===== src/sv/signed_mul_div_alu_defines.svh =====
// ----------------------------------------------------------------------------
// signed_mul_div_alu_defines
// Assertion macros shared by the ALU modules. They expect clk and rst_n.
// ----------------------------------------------------------------------------
`ifndef SIGNED_MUL_DIV_ALU_DEFINES_SVH
`define SIGNED_MUL_DIV_ALU_DEFINES_SVH

// same-cycle implication
`define SDA_ASSERT_IMP(lbl, ante, cons, msg) \
  lbl: assert property (@(posedge clk) disable iff (!rst_n) (ante) |-> (cons)) \
    else $error(msg);

// next-cycle implication
`define SDA_ASSERT_NXT(lbl, ante, cons, msg) \
  lbl: assert property (@(posedge clk) disable iff (!rst_n) (ante) |=> (cons)) \
    else $error(msg);

`endif


===== src/sv/sda_pkg.sv =====
// ----------------------------------------------------------------------------
// sda_pkg
// Types, operation codes and width constants of the signed mul/div ALU.
// ----------------------------------------------------------------------------
`default_nettype none

package sda_pkg;

  localparam int OPERAND_WIDTH_DEF = 32;
  localparam int FIELD_W           = 32;
  localparam int RES_W             = 64;
  localparam int OP_W              = 3;

  localparam logic [OP_W-1:0] OP_ADD = 3'd0;
  localparam logic [OP_W-1:0] OP_SUB = 3'd1;
  localparam logic [OP_W-1:0] OP_NEG = 3'd2;
  localparam logic [OP_W-1:0] OP_MUL = 3'd3;
  localparam logic [OP_W-1:0] OP_DIV = 3'd4;

  typedef struct packed {
    logic [OP_W-1:0]           req_type;
    logic signed [FIELD_W-1:0] operand_a;
    logic signed [FIELD_W-1:0] operand_b;
  } sda_in_t;

  typedef struct packed {
    logic signed [RES_W-1:0] result_value;
    logic                    divide_by_zero;
  } sda_out_t;

  // top -> serial core
  typedef struct packed {
    logic go;
    logic is_div;
  } sda_cmd_t;

  // serial core -> top
  typedef struct packed {
    logic busy;
    logic done;
  } sda_sts_t;

endpackage

`default_nettype wire


===== src/sv/sda_core.sv =====
// ----------------------------------------------------------------------------
// sda_core
// Radix-2 serial unit on magnitudes: shift-add multiply or restoring
// shift-subtract divide, one operand bit per cycle.
// ----------------------------------------------------------------------------
`default_nettype none

module sda_core #(
  parameter int OPERAND_WIDTH = sda_pkg::OPERAND_WIDTH_DEF
) (
  input  wire logic                       clk,
  input  wire logic                       rst_n,
  input  wire sda_pkg::sda_cmd_t          cmd,
  input  wire logic [OPERAND_WIDTH-1:0]   mag_a,
  input  wire logic [OPERAND_WIDTH-1:0]   mag_b,
  output sda_pkg::sda_sts_t               sts,
  output logic      [2*OPERAND_WIDTH-1:0] mag_res
);
  import sda_pkg::*;

  `include "signed_mul_div_alu_defines.svh"

  localparam int W     = OPERAND_WIDTH;
  localparam int CNT_W = $clog2(W);

  logic             run_r, run_nxt;
  logic             done_r, done_nxt;
  logic             div_r, div_nxt;
  logic [CNT_W-1:0] cnt_r, cnt_nxt;
  logic [W-1:0]     addend_r, addend_nxt;
  logic [W-1:0]     hi_r, hi_nxt;
  logic [W-1:0]     lo_r, lo_nxt;

  logic [W:0]       mul_sum;
  logic [W:0]       div_sh;
  logic [W:0]       div_diff;
  logic             div_ge;

  always_comb begin
    mul_sum  = {1'b0, hi_r} + (lo_r[0] ? {1'b0, addend_r} : {(W+1){1'b0}});
    div_sh   = {hi_r, lo_r[W-1]};
    div_diff = div_sh - {1'b0, addend_r};
    div_ge   = !div_diff[W];
  end

  always_comb begin
    run_nxt    = run_r;
    done_nxt   = 1'b0;
    div_nxt    = div_r;
    cnt_nxt    = cnt_r;
    addend_nxt = addend_r;
    hi_nxt     = hi_r;
    lo_nxt     = lo_r;
    if (cmd.go) begin
      run_nxt    = 1'b1;
      div_nxt    = cmd.is_div;
      cnt_nxt    = CNT_W'(W - 1);
      addend_nxt = cmd.is_div ? mag_b : mag_a;
      lo_nxt     = cmd.is_div ? mag_a : mag_b;
      hi_nxt     = '0;
    end else if (run_r) begin
      if (div_r) begin
        // partial remainder in hi, dividend bits leave lo as quotient bits enter
        hi_nxt = div_ge ? div_diff[W-1:0] : div_sh[W-1:0];
        lo_nxt = {lo_r[W-2:0], div_ge};
      end else begin
        hi_nxt = mul_sum[W:1];
        lo_nxt = {mul_sum[0], lo_r[W-1:1]};
      end
      cnt_nxt = cnt_r - CNT_W'(1);
      if (cnt_r == '0) begin
        run_nxt  = 1'b0;
        done_nxt = 1'b1;
      end
    end
  end

  always_ff @(posedge clk) begin
    if (!rst_n) begin
      run_r  <= 1'b0;
      done_r <= 1'b0;
    end else begin
      run_r  <= run_nxt;
      done_r <= done_nxt;
    end
    div_r    <= div_nxt;
    cnt_r    <= cnt_nxt;
    addend_r <= addend_nxt;
    hi_r     <= hi_nxt;
    lo_r     <= lo_nxt;
  end

  assign sts.busy = run_r;
  assign sts.done = done_r;
  assign mag_res  = div_r ? {{W{1'b0}}, lo_r} : {hi_r, lo_r};

  `SDA_ASSERT_IMP(a_go_when_idle, cmd.go, !run_r, "core started while running")
  `SDA_ASSERT_IMP(a_done_not_run, done_r, !run_r, "done while still running")
  `SDA_ASSERT_IMP(a_fell_done, $fell(run_r), done_r, "run ended without done")

endmodule

`default_nettype wire


===== src/sv/signed_mul_div_alu.sv =====
// ----------------------------------------------------------------------------
// signed_mul_div_alu: add, subtract, negate and divide by zero give their word in the cycle
// after start. Multiply and divide run the bit-serial loop in sda_core; busy is high
// meanwhile, so one such word at a time.
// Synchronous active-low reset clears busy and the result strobe.
// ----------------------------------------------------------------------------
`default_nettype none

module signed_mul_div_alu #(
  parameter int OPERAND_WIDTH = sda_pkg::OPERAND_WIDTH_DEF
) (
  input  wire logic             clk,
  input  wire logic             rst_n,
  input  wire logic             start,
  output logic                  busy,
  input  wire sda_pkg::sda_in_t in_word,
  output logic                  out_valid,
  output sda_pkg::sda_out_t     out_word
);
  import sda_pkg::*;

  `include "signed_mul_div_alu_defines.svh"

  localparam int W = OPERAND_WIDTH;

  localparam logic ST_IDLE = 1'b0;
  localparam logic ST_RUN  = 1'b1;

  logic           state_r, state_nxt;
  logic           neg_r, neg_nxt;
  logic           out_valid_r, out_valid_nxt;
  sda_out_t       out_word_r, out_word_nxt;

  logic           accept;
  logic [W-1:0]   a_w, b_w;
  logic [W-1:0]   mag_a, mag_b;
  logic [W-1:0]   simple_w;
  logic           serial_op;
  logic [RES_W-1:0] mag_ext;

  sda_cmd_t       cmd;
  sda_sts_t       sts;
  logic [2*W-1:0] mag_res;

  assign accept = start && (state_r == ST_IDLE);
  assign a_w    = in_word.operand_a[W-1:0];
  assign b_w    = in_word.operand_b[W-1:0];
  assign mag_a  = a_w[W-1] ? ('0 - a_w) : a_w;
  assign mag_b  = b_w[W-1] ? ('0 - b_w) : b_w;

  always_comb begin
    case (in_word.req_type)
      OP_ADD:  simple_w = a_w + b_w;
      OP_SUB:  simple_w = a_w - b_w;
      OP_NEG:  simple_w = '0 - a_w;
      default: simple_w = '0;
    endcase
  end

  assign serial_op = (in_word.req_type == OP_MUL) ||
                     ((in_word.req_type == OP_DIV) && (b_w != '0));

  assign cmd.go     = accept && serial_op;
  assign cmd.is_div = (in_word.req_type == OP_DIV);

  assign mag_ext = RES_W'(mag_res);

  always_comb begin
    state_nxt     = state_r;
    neg_nxt       = neg_r;
    out_valid_nxt = 1'b0;
    out_word_nxt  = out_word_r;
    case (state_r)
      ST_IDLE: begin
        if (accept) begin
          if (serial_op) begin
            state_nxt = ST_RUN;
            neg_nxt   = a_w[W-1] ^ b_w[W-1];
          end else begin
            out_valid_nxt               = 1'b1;
            out_word_nxt.result_value   = {{(RES_W-W){simple_w[W-1]}}, simple_w};
            out_word_nxt.divide_by_zero = (in_word.req_type == OP_DIV);
          end
        end
      end
      ST_RUN: begin
        if (sts.done) begin
          // sign fix-up on the exact magnitude
          state_nxt                   = ST_IDLE;
          out_valid_nxt               = 1'b1;
          out_word_nxt.result_value   = neg_r ? ('0 - mag_ext) : mag_ext;
          out_word_nxt.divide_by_zero = 1'b0;
        end
      end
      default: begin
        state_nxt = ST_IDLE;
      end
    endcase
  end

  always_ff @(posedge clk) begin
    if (!rst_n) begin
      state_r     <= ST_IDLE;
      out_valid_r <= 1'b0;
    end else begin
      state_r     <= state_nxt;
      out_valid_r <= out_valid_nxt;
    end
    neg_r      <= neg_nxt;
    out_word_r <= out_word_nxt;
  end

  sda_core #(
    .OPERAND_WIDTH (OPERAND_WIDTH)
  ) u_core (
    .clk     (clk),
    .rst_n   (rst_n),
    .cmd     (cmd),
    .mag_a   (mag_a),
    .mag_b   (mag_b),
    .sts     (sts),
    .mag_res (mag_res)
  );

  assign busy      = (state_r == ST_RUN);
  assign out_valid = out_valid_r;
  assign out_word  = out_word_r;

  `SDA_ASSERT_NXT(a_serial_busy, cmd.go, busy && sts.busy, "serial op did not go busy")
  `SDA_ASSERT_NXT(a_done_result, busy && sts.done, out_valid && !busy, "no result after done")
  `SDA_ASSERT_NXT(a_simple_one, accept && !serial_op, out_valid && !busy, "simple op late")
  `SDA_ASSERT_IMP(a_dz_zero, out_valid && out_word.divide_by_zero,
    out_word.result_value == '0, "divide by zero with nonzero result")
  `SDA_ASSERT_IMP(a_core_in_run, sts.busy, busy, "core running outside run state")

endmodule

`default_nettype wire

===== config.mk =====
export PLATFORM = sky130hd
export DESIGN_NAME = signed_mul_div_alu
export DESIGN_NICKNAME = d
export VERILOG_FILES = /design/src/sv/sda_pkg.sv /design/src/sv/sda_core.sv /design/src/sv/signed_mul_div_alu.sv
export VERILOG_INCLUDE_DIRS = /design/src /design/src/sv
export SDC_FILE = /design/constraint.sdc
export NUM_CORES = 1
export LEC_CHECK = 0
export ABC_AREA = 0
export BUFFER_PORTS_ARGS = -buffer_cell sky130_fd_sc_hd__clkbuf_2
export CORE_MARGIN = 5
export CORE_UTILIZATION = 59
export DETAILED_ROUTE_END_ITERATION = 10
export PLACE_DENSITY = 0.79
export SETUP_SLACK_MARGIN = 0.02
export SLEW_MARGIN = 20
export SYNTH_ARGS = -nofsm -noshare
export SYNTH_HDL_FRONTEND = slang
export SYNTH_SLANG_ARGS = --single-unit
export TNS_END_PERCENT = 5

===== constraint.sdc =====
create_clock -name clk -period 25.1 [get_ports clk]
set_input_delay 5.02 -clock clk [delete_from_list [all_inputs] [get_ports clk]]
set_output_delay 5.02 -clock clk [all_outputs]
set_load 0.05 [all_outputs]

==> results.txt <==
* GRT busiest layer: met2
- Timing would allow up to 0.104 GHz.
- Number of antenna violations at the first check in global routing: 1
- Final global-route overflow total: 0
- Syn-to-layout area delta: 7.78%
- The worst path uses 38.3% of the clock period.
- For this block, the routed nets add up to 55.6 mm of wire.
- In the routed layout, each cell is associated on average with a via count of 6.57.
- Worst path arrival time: 9.76 ns
* Unique masters post-synth: 87
- Leakage: 8.27 nW
- The floorplan step set the die width to 182 µm.
- Count of TritonRoute iterations in the first routing pass: 6
* Worst-skew pair later-pin latency: 0.46 ns
- HPWL after detailed placement: 42.3 mm
* Pin count of the biggest net entering global routing: 78
- Leaving out fill and tap cells, the most frequent cell in the layout is sky130_fd_sc_hd__nand2_1.
- Before CTS, the worst setup slack after placement is 15.13 ns.
- The die is 182 µm tall.
- For the worst setup path, the data required time is 25.25 ns.
* Headroom to the max-slew limit: 27.7%
- Sinks on the clock net: 172
- Hold-fix buffers, CTS: 0
- Worst-case clock skew: 0.0161 ns
* Pins over their slew limit: 0
- Final weighted congestion of routability-driven global placement: 0.980
- Bufs on Longest Clock Path: 2
* Routed length per placed instance: 21.2 µm
- After detailed routing, the number of remaining DRC violations is 0.
- Number of nets with antenna violations after routing: 0
* Proportion of layout cells with a drive suffix above 1: 10.5%
* Run status: completed
- Total standard cell area after synthesis: 17,500 µm²
- The startpoint identified for the worst hold timing path is u_core.cnt_r[4].
* Clock tree from TritonCTS: yes
* Worst setup slack after layout: 15.49 ns
- After technology mapping, the gate count stands at 2,178.
- In the global route stage, met3 resource usage came out at 4.23%.
* Antenna diode count: 0
- In this run the worst path has a maximum fanout of 27.
- Net count after synthesis: 2,353
- Die area: 33,200 µm²
- The number of clock buffers added by TritonCTS is 17.
- RSZ-0062 raised after global routing: no
- The via count of the first global-routing pass was 15,994.
- Tightest Hold Check Type: register to register
- Number of flops mapped to enable cells by yosys: 131
* Most used cells in the layout excluding fill and tap cells: 267 x sky130_fd_sc_hd__nand2_1, 180 x sky130_fd_sc_hd__a21oi_1, 141 x sky130_fd_sc_hd__nor2_1
- After routing, the total negative slack on setup checks comes to 0 ns.
- Critical Path Sink Type: register
- For met1 alone, demand over resource in global routing was 44.2%.
- FF+latch count, synth: 172
- Final min period: 9.61 ns
* IR drop worst, VDD: 0.0538 mV
- Slew @ Worst Pin: 1.08 ns
- Synthesis Warnings: 0
* Proportion of register bits with asynchronous set or reset after synthesis: 0%
* CTS H-Tree Depth: 4
- Summing over every cut layer, the via total after detailed routing is 17,270.
- After clock tree synthesis, the setup repair step added 0 buffers.
- Setup crit start: in_word[0]
* Global-route wire length before repair: 87.3 mm
- Number of ports placed on the die boundary: 137
- Routing usage on met2: 52.5%
- Drt first-iter violations: 2,058
- Clock-pin slew was measured on the worst setup and hold paths at 0.08 ns.
- Among all flip-flop cells after synthesis, the most frequent one is sky130_fd_sc_hd__edfxtp_1.
- Tot GR Track Use: 32.4%
- Clock tree root driver cell: sky130_fd_sc_hd__clkbuf_16
* Post-layout nets: 2,399
- Of the synthesized area, sequential elements account for 27.1%.
- The count of endpoints failing hold in the final timing report is 0.
- PortBufs: 136
* Power per cell area: 69.9 nW/µm²
- Mean instance size in the synthesized netlist: 8.05 µm²
* Core area: 29,500 µm²
- The startpoint identified for the worst register-to-register timing path is u_core.hi_r[0].
- Number of fill cells in the layout: 2,606
- For this configuration, the core starts out at a cell density of 59.4%.
* Class of the most critical setup path: input pin to register
* Crit start category: input pin
- FP Rows: 63
- Max-capacitance violation count: 0
- Setup violations remaining at the end of the flow were counted as 0.
- Once the clock tree was built, the resizer swapped 0 gates to a different size.
-- cell type report --
type	instances	area (µm²)	area share, %
clock inverters	14	129	0.682
inverters	77	289	1.53
flip-flops and latches	172	4760	25.2
multi-input cells	1802	12000	63.4
well taps	390	488	2.58
repair buffers	154	816	4.32
clock buffers	18	429	2.27
-- cell families (layout without fill, tap and decap cells) --
logic type | after synthesis | count (layout) | share of synthesized area, %
DFF | 172 | 172 | 27.1
buffers and inverters | 204 | 263 | 4.71
AOI/OAI and AO/OA | 660 | 660 | 24.4
muxes | 72 | 72 | 4.12
and+or+nand+nor | 736 | 736 | 20.5
adders and majority gates | 105 | 105 | 7.63
xor gates and xnor gates | 229 | 229 | 11.4
-- registers in the layout, summed over array words and instances, names as in the netlist --
name and count:
neg_r 1, u_core.addend_r 32, u_core.run_r 1, u_core.div_r 1, out_valid 1, u_core.cnt_r 5
busy 1, u_core.done_r 1, u_core.lo_r 32, out_word 65, u_core.hi_r 32
-- synth_stat cells (14+ instances only) --
library cell               number  share of area (%)
sky130_fd_sc_hd__a221oi_1      15               0.75
sky130_fd_sc_hd__xor2_1       135                6.7
sky130_fd_sc_hd__a31oi_1       33                1.2
sky130_fd_sc_hd__and2_1        14               0.50
sky130_fd_sc_hd__mux2i_1       71                4.1
sky130_fd_sc_hd__nor2b_1       20               0.71
sky130_fd_sc_hd__or2_2         15               0.54
sky130_fd_sc_hd__a211oi_1      29                1.2
sky130_fd_sc_hd__nand2_1      268                5.7
sky130_fd_sc_hd__xnor2_1       94                4.7
sky130_fd_sc_hd__nand4_1       16               0.57
sky130_fd_sc_hd__nor2_1       141                3.0
sky130_fd_sc_hd__o21a_1        19               0.81
sky130_fd_sc_hd__ha_1         102                7.3
sky130_fd_sc_hd__inv_1         77                1.6
sky130_fd_sc_hd__or3_1         37                1.3
sky130_fd_sc_hd__nand2b_1      22               0.79
sky130_fd_sc_hd__a21oi_1      180                5.1
sky130_fd_sc_hd__nor4_1        22               0.79
sky130_fd_sc_hd__o21ai_0      140                4.0
sky130_fd_sc_hd__nor3_1        44                1.3
sky130_fd_sc_hd__edfxtp_1     131                 22
sky130_fd_sc_hd__nand3_1       57                1.6
sky130_fd_sc_hd__clkbuf_1     104                2.2
sky130_fd_sc_hd__o31ai_1       51                2.2
sky130_fd_sc_hd__and3_1        25               0.89
sky130_fd_sc_hd__dfxtp_1       41                4.7
sky130_fd_sc_hd__a21o_1        59                2.5
sky130_fd_sc_hd__or4_1         14               0.60
-- final timing paths --
path,endpoint,slack (ns),depth (start not counted)
max reg2reg,u_core.hi_r[3],20.19,11
min reg2reg,u_core.cnt_r[4],0.51,2
max,out_word[60],15.49,16
min,u_core.cnt_r[4],0.51,2
-- per-layer routing --
layer	wire, µm	part of all wire, %	vias up
li1	-	-	8129
met1	23300	42	8113
met2	25400	46	883
met3	4460	8.0	143
met4	2450	4.4	2
met5	7	0.013	-
-- power by group --
group / internal [mW] / switching (mW) / leakage [nW]
Clock: 0.131 / 0.131 / 0.276
Combinational: 0.238 / 0.395 / 6.41
Sequential: 0.353 / 0.0719 / 1.59
Total: 0.723 / 0.598 / 8.27
-- critical path: stages --
cell and delay, ns:
sky130_fd_sc_hd__clkbuf_2 0.14, sky130_fd_sc_hd__or4_1 0.52, sky130_fd_sc_hd__or4_1 0.55, sky130_fd_sc_hd__or3_1 0.41, sky130_fd_sc_hd__o31ai_1 0.26, sky130_fd_sc_hd__xor2_1 0.11, sky130_fd_sc_hd__ha_1 0.40, sky130_fd_sc_hd__nand2_1 0.11
sky130_fd_sc_hd__a2111oi_0 0.32, sky130_fd_sc_hd__o21ai_0 0.33, sky130_fd_sc_hd__a211oi_1 0.48, sky130_fd_sc_hd__o31ai_1 0.22, sky130_fd_sc_hd__mux2i_1 0.27, sky130_fd_sc_hd__nor2_1 0.18, sky130_fd_sc_hd__buf_4 0.27, sky130_fd_sc_hd__o21ai_0 0.16
-- through the flow --
stage | instance area, µm² | utilization [%] | cells | hold slack, ns | power [mW]
after floorplan | 17500 | - | 2178 | 0.466 | 0.880
after global placement | 18300 | 62.2 | 2595 | 0.487 | 1.03
after detailed placement | 18300 | 62.2 | 2595 | 0.484 | 1.05
after CTS | 18900 | 64.1 | 2627 | 0.512 | 1.31
after global routing | 18900 | 64.1 | 2627 | 0.549 | 1.39
final | 18900 | 64.1 | 2627 | 0.508 | 1.32
(Power assumes the default switching activity.)
